`config.mk`:
```
export PLATFORM = sky130hd
export DESIGN_NAME = sorted_priority_queue_with_bump
export DESIGN_NICKNAME = d
export VERILOG_FILES = /design/src/sv/spq_pkg.sv /design/src/sv/spq_cell.sv /design/src/sv/sorted_priority_queue_with_bump.sv
export SDC_FILE = /design/constraint.sdc
export NUM_CORES = 2
export LEC_CHECK = 0
export ABC_AREA = 0
export ABC_CLOCK_PERIOD_IN_PS = 19700
export BUFFER_PORTS_ARGS = -buffer_cell sky130_fd_sc_hd__buf_2
export CAP_MARGIN = 40
export CORE_UTILIZATION = 32
export CTS_CLUSTER_SIZE = 20
export DETAILED_ROUTE_END_ITERATION = 10
export GPL_TIMING_DRIVEN = 0
export PLACE_DENSITY_LB_ADDON = 0.3
export SETUP_SLACK_MARGIN = 0.5
export SLEW_MARGIN = 10
export SYNTH_ARGS = -nofsm -noshare
export SYNTH_HDL_FRONTEND = slang
export SYNTH_SLANG_ARGS = --single-unit
```
`constraint.sdc`:
```
create_clock -name clk -period 19.7 [get_ports clk]
set_input_delay 3.94 -clock clk [delete_from_list [all_inputs] [get_ports clk]]
set_output_delay 3.94 -clock clk [all_outputs]
set_load 0.02 [all_outputs]
```
`src/sv/spq_pkg.sv`:
```
// ----------------------------------------------------------------------------
// Sorted priority queue package
// Shared types and constants for the sorted priority queue with bump.
// ----------------------------------------------------------------------------
package spq_pkg;

  localparam int DEPTH = 16;
  localparam int CNT_W = $clog2(DEPTH + 1);

  localparam logic signed [31:0] INT_MIN = 32'sh8000_0000;
  localparam logic signed [31:0] INT_MAX = 32'sh7fff_ffff;

  // Command codes.
  localparam logic [1:0] CMD_INSERT = 2'd0;
  localparam logic [1:0] CMD_REMOVE = 2'd1;
  localparam logic [1:0] CMD_READ   = 2'd2;

  // Status codes.
  localparam logic [2:0] STS_OK     = 3'd0;
  localparam logic [2:0] STS_BUMPED = 3'd1;
  localparam logic [2:0] STS_FULL   = 3'd2;
  localparam logic [2:0] STS_EMPTY  = 3'd3;
  localparam logic [2:0] STS_RANGE  = 3'd4;

  // Operations broadcast to every cell of the row.
  localparam logic [1:0] OP_HOLD       = 2'd0;
  localparam logic [1:0] OP_PLACE      = 2'd1;
  localparam logic [1:0] OP_TAKE_MATCH = 2'd2;
  localparam logic [1:0] OP_TAKE_HEAD  = 2'd3;

  typedef struct packed {
    logic [1:0]         cmd;
    logic signed [31:0] item;
    logic signed [31:0] priority_req;
    logic [3:0]         index;
  } spq_in_t;

  typedef struct packed {
    logic signed [31:0] value;
    logic signed [31:0] head_priority;
    logic [4:0]         count;
    logic [2:0]         status;
  } spq_out_t;

  typedef struct packed {
    logic signed [31:0] item;
    logic signed [31:0] pri;
  } spq_ent_t;

endpackage

```
`src/sv/spq_cell.sv`:
```
// ----------------------------------------------------------------------------
// Sorted priority queue cell
// Holds one entry and moves it, keeps it or takes the new pair each cycle.
// ----------------------------------------------------------------------------
module spq_cell (
  input  logic              clk,
  input  logic [1:0]        op,
  input  spq_pkg::spq_ent_t key,
  input  logic              occ,
  input  logic              first,
  input  logic              left_ge,
  input  logic              cut_in,
  input  spq_pkg::spq_ent_t left_ent,
  input  spq_pkg::spq_ent_t right_ent,
  output spq_pkg::spq_ent_t ent,
  output logic              ge,
  output logic              match,
  output logic              cut_out
);
  import spq_pkg::*;

  spq_ent_t ent_r;
  spq_ent_t ent_nxt;
  logic     hit;

  // A stored entry stays ahead of a new pair of equal priority.
  assign ge    = occ && (ent_r.pri >= key.pri);
  assign match = occ && (ent_r.item == key.item);

  assign hit     = ((op == OP_TAKE_MATCH) && match) ||
                   ((op == OP_TAKE_HEAD) && first);
  assign cut_out = cut_in || hit;

  always_comb begin
    ent_nxt = ent_r;
    case (op)
      OP_PLACE: begin
        if (!ge) begin
          if (left_ge) begin
            ent_nxt.item = key.item;
            ent_nxt.pri  = key.pri;
          end else begin
            ent_nxt = left_ent;
          end
        end
      end
      OP_TAKE_MATCH, OP_TAKE_HEAD: begin
        if (cut_out) begin
          ent_nxt = right_ent;
        end
      end
      default: begin
        ent_nxt = ent_r;
      end
    endcase
  end

  always_ff @(posedge clk) begin
    ent_r <= ent_nxt;
  end

  assign ent = ent_r;

endmodule

```
`src/sv/sorted_priority_queue_with_bump.sv`:
```
// ----------------------------------------------------------------------------
// Sorted priority queue with bump
// Bounded store of (item, priority) pairs kept sorted, highest priority first.
// ----------------------------------------------------------------------------
// Usage: a command is transferred at a rising edge where start is high and
// busy is low; in_data carries the command, item, requested priority and
// read index. Insert places a new pair behind all entries of equal or higher
// priority. Inserting an item that is already stored ignores the requested
// priority and moves that entry up with its own priority plus one
// (saturating). Remove takes the head entry, and read returns the item at a
// position counted from the head.
// Each command produces exactly one result, shown on out_data for a single
// cycle with out_valid high: the cycle after the command edge, or for a bump
// the cycle after its bump state. Inserts, removes and reads finish at the
// command edge; a bump first closes the gap left by the old entry and then,
// in the bump state, opens a gap at the new position. busy is high during
// the bump state only, so the sustained rate is one command per cycle while
// no bump holds busy high.
// The result also reports the count and head priority after the command.
// Reset clears the count, the result strobe and the control state; entry
// contents are not cleared and only occupied cells are ever looked at.
// The receiver cannot stall: a result is taken in the cycle it is shown.
// ----------------------------------------------------------------------------
module sorted_priority_queue_with_bump (
  input  logic             clk,
  input  logic             rst_n,
  input  logic             start,
  output logic             busy,
  input  spq_pkg::spq_in_t in_data,
  output logic             out_valid,
  output spq_pkg::spq_out_t out_data
);
  import spq_pkg::*;

  localparam logic ST_IDLE = 1'b0;
  localparam logic ST_BUMP = 1'b1;

  logic               state_r, state_nxt;
  logic [CNT_W-1:0]   count_r, count_nxt;
  logic               out_valid_r, out_valid_nxt;
  logic signed [31:0] value_r, value_nxt;
  logic [2:0]         status_r, status_nxt;
  logic signed [31:0] bump_item_r, bump_item_nxt;
  logic signed [31:0] bump_pri_r, bump_pri_nxt;

  logic [1:0]         row_op;
  spq_ent_t           row_key;
  spq_ent_t           ent   [DEPTH];
  logic [DEPTH-1:0]   ge_v;
  logic [DEPTH-1:0]   match_v;
  logic [DEPTH-1:0]   cut_v;
  logic               found;
  logic signed [31:0] old_pri;
  logic               accept;

  // The key broadcast to the row: the incoming pair, or the pair being put
  // back during the bump state. It depends only on registers and inputs, so
  // the match search can steer the row operation.
  assign row_key = (state_r == ST_BUMP) ? {bump_item_r, bump_pri_r}
                                        : {in_data.item, in_data.priority_req};

  // The row of cells. Each cell sees its neighbors' entries and flags; the
  // gap-closing chain (cut) runs from head to tail.
  for (genvar k = 0; k < DEPTH; k++) begin : g_cell
    logic     occ;
    logic     left_ge;
    logic     cut_in;
    spq_ent_t left_ent;
    spq_ent_t right_ent;

    assign occ = (CNT_W'(k) < count_r);

    if (k == 0) begin : g_head
      assign left_ge  = 1'b1;
      assign cut_in   = 1'b0;
      assign left_ent = ent[k];
    end else begin : g_body
      assign left_ge  = ge_v[k-1];
      assign cut_in   = cut_v[k-1];
      assign left_ent = ent[k-1];
    end

    if (k == DEPTH - 1) begin : g_tail
      assign right_ent = ent[k];
    end else begin : g_inner
      assign right_ent = ent[k+1];
    end

    spq_cell u_cell (
      .clk       (clk),
      .op        (row_op),
      .key       (row_key),
      .occ       (occ),
      .first     (k == 0),
      .left_ge   (left_ge),
      .cut_in    (cut_in),
      .left_ent  (left_ent),
      .right_ent (right_ent),
      .ent       (ent[k]),
      .ge        (ge_v[k]),
      .match     (match_v[k]),
      .cut_out   (cut_v[k])
    );
  end

  // Stored items are unique, so at most one cell matches and an AND-OR
  // picks its priority.
  assign found = |match_v;

  always_comb begin
    old_pri = '0;
    for (int k = 0; k < DEPTH; k++) begin
      old_pri = old_pri | (ent[k].pri & {32{match_v[k]}});
    end
  end

  assign busy   = (state_r == ST_BUMP);
  assign accept = start && !busy;

  always_comb begin
    state_nxt     = state_r;
    count_nxt     = count_r;
    out_valid_nxt = 1'b0;
    value_nxt     = value_r;
    status_nxt    = status_r;
    bump_item_nxt = bump_item_r;
    bump_pri_nxt  = bump_pri_r;
    row_op        = OP_HOLD;

    case (state_r)
      ST_IDLE: begin
        if (accept) begin
          out_valid_nxt = 1'b1;
          value_nxt     = '0;
          status_nxt    = STS_OK;
          case (in_data.cmd)
            CMD_INSERT: begin
              if (found) begin
                // Close the gap now, reinsert in the next cycle.
                row_op        = OP_TAKE_MATCH;
                count_nxt     = count_r - CNT_W'(1);
                bump_item_nxt = in_data.item;
                bump_pri_nxt  = (old_pri == INT_MAX) ? INT_MAX : old_pri + 32'sd1;
                out_valid_nxt = 1'b0;
                state_nxt     = ST_BUMP;
              end else if (count_r == CNT_W'(DEPTH)) begin
                status_nxt = STS_FULL;
              end else begin
                row_op    = OP_PLACE;
                count_nxt = count_r + CNT_W'(1);
              end
            end
            CMD_REMOVE: begin
              if (count_r == '0) begin
                status_nxt = STS_EMPTY;
              end else begin
                row_op    = OP_TAKE_HEAD;
                value_nxt = ent[0].item;
                count_nxt = count_r - CNT_W'(1);
              end
            end
            CMD_READ: begin
              if (CNT_W'(in_data.index) < count_r) begin
                value_nxt = ent[in_data.index].item;
              end else begin
                value_nxt  = INT_MIN;
                status_nxt = STS_RANGE;
              end
            end
            default: begin
              status_nxt = STS_OK;
            end
          endcase
        end
      end
      ST_BUMP: begin
        row_op        = OP_PLACE;
        count_nxt     = count_r + CNT_W'(1);
        value_nxt     = '0;
        status_nxt    = STS_BUMPED;
        out_valid_nxt = 1'b1;
        state_nxt     = ST_IDLE;
      end
      default: begin
        state_nxt = ST_IDLE;
      end
    endcase
  end

  always_ff @(posedge clk) begin
    if (!rst_n) begin
      state_r     <= ST_IDLE;
      count_r     <= '0;
      out_valid_r <= 1'b0;
    end else begin
      state_r     <= state_nxt;
      count_r     <= count_nxt;
      out_valid_r <= out_valid_nxt;
    end
  end

  always_ff @(posedge clk) begin
    value_r     <= value_nxt;
    status_r    <= status_nxt;
    bump_item_r <= bump_item_nxt;
    bump_pri_r  <= bump_pri_nxt;
  end

  // Count and head priority come straight from the count register and the row,
  // which already hold the state after the command while the result is shown.
  assign out_valid              = out_valid_r;
  assign out_data.value         = value_r;
  assign out_data.head_priority = (count_r == '0) ? INT_MIN : ent[0].pri;
  assign out_data.count         = count_r;
  assign out_data.status        = status_r;

endmodule

```
==> flow_summary.toml <==
[outcome]
status = "completed"

[sta]
report.final.hold_viol_count = 0
tightest_slew_ns = 1.15
max_freq_mhz = 89.0
clock_skew_ns = 0.0366
timing.hold.ws_ns = 0.573
finalSetupTns_ns = 0
report.final.slew_viol_count = 0
setup_slack_ns = 8.46
fin_crit_sh_pct = 57.0
rsz0062_at_grt = "no"
period_minus_slack_ns = 11.24
slew_headroom_pct = 22.5
setup_violations = 0

[floorplanning]
die_w_um = 506
die_height_um = 506
pin_count = 147
core.rowCount = 184
coreArea_um2 = 252000
dieArea_um2 = 256000
floorplan.initialDensity_pct = 32.3

[placement]
dp_slack_ns = 8.17
place_hpwl_mm = 384
portBuffers = 146
gp_congestion = 1.08

[global_route]
antenna_found_initial = 40
grt_pass1_wl_mm = 627
grt_pass1_vias = 70033
overflow = 0
grt_util_all_layers_pct = 36.1
grt_max_degree = 42

[layout]
finish.utilization_pct = 37.7
fill_cells = 25120
regArea_um2 = 33900
nets = 9011
synthToLayoutAreaGrowth_pct = 16.9
drive_above_1_share_pct = 13.8
multi_input_area_um2 = 44700

[clock_tree]
path_clk_slew_ns = 0.06
clock_path_buffers = 3
cts_resized = 0
cts_buffers = 145
cts_setup_buffers = 0
clock_latency_ns = 0.86
cts_hold_buf = 0
cts.sinks = 1130
root_buffer = "clkbuf_16"
cts_tree = "built"
htreeDepth = 4

[synth]
postSynthCellCount = 7872
synth_nets = 8469
synth_common_cells = "nand2_1, edfxtp_1, mux2i_1"
synth_seq_cells = 1130
synthMostInstantiatedCell = "nand2_1"
async_flop_share_pct = 0
yosysTopAreaCellShare_pct = 41.5
synth_edf_count = 1123
ys_seq_area_share_pct = 41.6
synth-warning-count = 0
yosysTopAreaCell = "edfxtp_1"
synthTopCellsByArea = "edfxtp_1, mux2i_1, ha_1, xnor2_1, nand2_1"
syn-cell-area_um2 = 81300
synth.distinct_cells = 80
synth-main-ff-cell = "edfxtp_1"
avgSynthCellArea_um2 = 10.3

[critical_path]
cp-start-kind = "input pin"
arrival_ns = 11.83
required_ns = 20.29
critPathKind = "in2reg"
endpoint_kind = "register"
critPathMaxFanout = 10

[run]
cap_viol_max_count = 0

[pwr]
powerDensity_nw_per_um2 = 72.9
ir_drop_mv = 0.0956
p_leak_nw = 35.8
power_w = 0.00694

[drt]
drt-pass1-iter-count = 7
drt_iter0_drc = 11065
antenna_left = 0
wl_per_cell_um = 40.1
routed-via-count = 75056
vias_per_cell = 6.30
finalWirelength_mm = 477
drc = 0

[hold_path]
hold_class = "reg2reg"
-- registers in the layout, summed over array words and instances, names as in the netlist --
signal,cells
status_r,3
bump_item_r,32
bump_pri_r,32
busy,1
count_r,5
g_cell.u_cell.ent,1024
value_r,32
out_valid,1
-- stage by stage --
stage | area [µm²] | cells
after floorplan | 81300 | 7872
after global placement | 86300 | 11366
after detailed placement | 90300 | 11606
after CTS | 94900 | 11864
after global routing | 95100 | 11883
final | 95100 | 11909
-- power breakdown --
part / internal, W / switching [W] / total (W)
logic: 0.000453 / 0.000867 / 0.00132
registers: 0.00276 / 0.000113 / 0.00287
clock network: 0.00152 / 0.00123 / 0.00275
-- routing by layer --
layer  track usage (%)  part of all wire, %  vias to the layer above
met5                 0                0.023                        -
met4              29.8                  9.8                       16
met3              8.84                   11                     1303
met2              53.2                   42                     5682
met1              44.7                   37                    37453
li1                  -                    -                    30602
-- path summary, 6_finish.rpt --
| kind | from | endpoint | slack (ns) | cells past startpoint |
|---|---|---|---|---|
| max | in_data[36] | bump_pri_r[19] | 8.46 | 19 |
| min | g_cell[9].u_cell.ent[0] | g_cell[8].u_cell.ent[0] | 0.57 | 2 |
| max reg2reg | busy | g_cell[9].u_cell.ent[20] | 9.72 | 25 |
| min reg2reg | g_cell[9].u_cell.ent[0] | g_cell[8].u_cell.ent[0] | 0.57 | 2 |
-- logic make-up after synthesis --
logic type	after synthesis	synth area share, %
XOR/XNOR	513	5.52
adder cells (fa/ha/maj)	524	8.06
AND/OR/NAND/NOR	2114	12.0
buffers and inverters	654	3.84
multiplexers	1027	15.4
AO/OA/AOI/OAI	1910	13.6
flip-flops	1130	41.6
-- layout make-up --
type                            count  share of cell area [%]
Sequential cell                  1130                    35.6
Inverter                           63                   0.249
Timing Repair Buffer              395                    4.82
Clock buffer                      185                    3.98
Clock inverter                     73                   0.842
Tap cell                         3348                    4.40
Antenna cell                       36                  0.0947
Multi-Input combinational cell   6088                    46.9
Buffer                            591                    3.07
-- cells in the final DEF (no fill, tap or decap), drive strengths merged, types with 72 or more instances in the layout --
cell type | synthesis | routed
a21o | 121 | 121
a21oi | 367 | 367
a22oi | 209 | 209
buf | 279 | 665
clkbuf | 312 | 498
edfxtp | 1123 | 1123
ha | 524 | 524
inv | 63 | 72
mux2i | 803 | 803
mux4 | 160 | 160
nand2 | 1127 | 1127
nand2b | 95 | 95
nand3 | 73 | 73
nand4 | 145 | 145
nor2 | 281 | 281
nor2b | 112 | 112
nor4 | 153 | 153
o21ai | 1017 | 1017
xnor2 | 493 | 493
-- worst max-delay path: stages --
cell and delay, ns:
buf_2 0.12, mux2i_4 0.25, buf_4 0.34, xnor2_1 0.28
nor4_1 0.95, nand3_1 0.42, nor3_4 0.89, buf_2 0.70
buf_2 0.70, a22oi_1 0.14, nand2_1 0.11, nor3_1 0.07
buf_2 0.18, nor3_1 0.58, nand3_2 0.57, nor3_4 0.63
nand2b_1 0.09, buf_2 0.42, o21ai_0 0.34
Power figures use the tool's default switching activity.
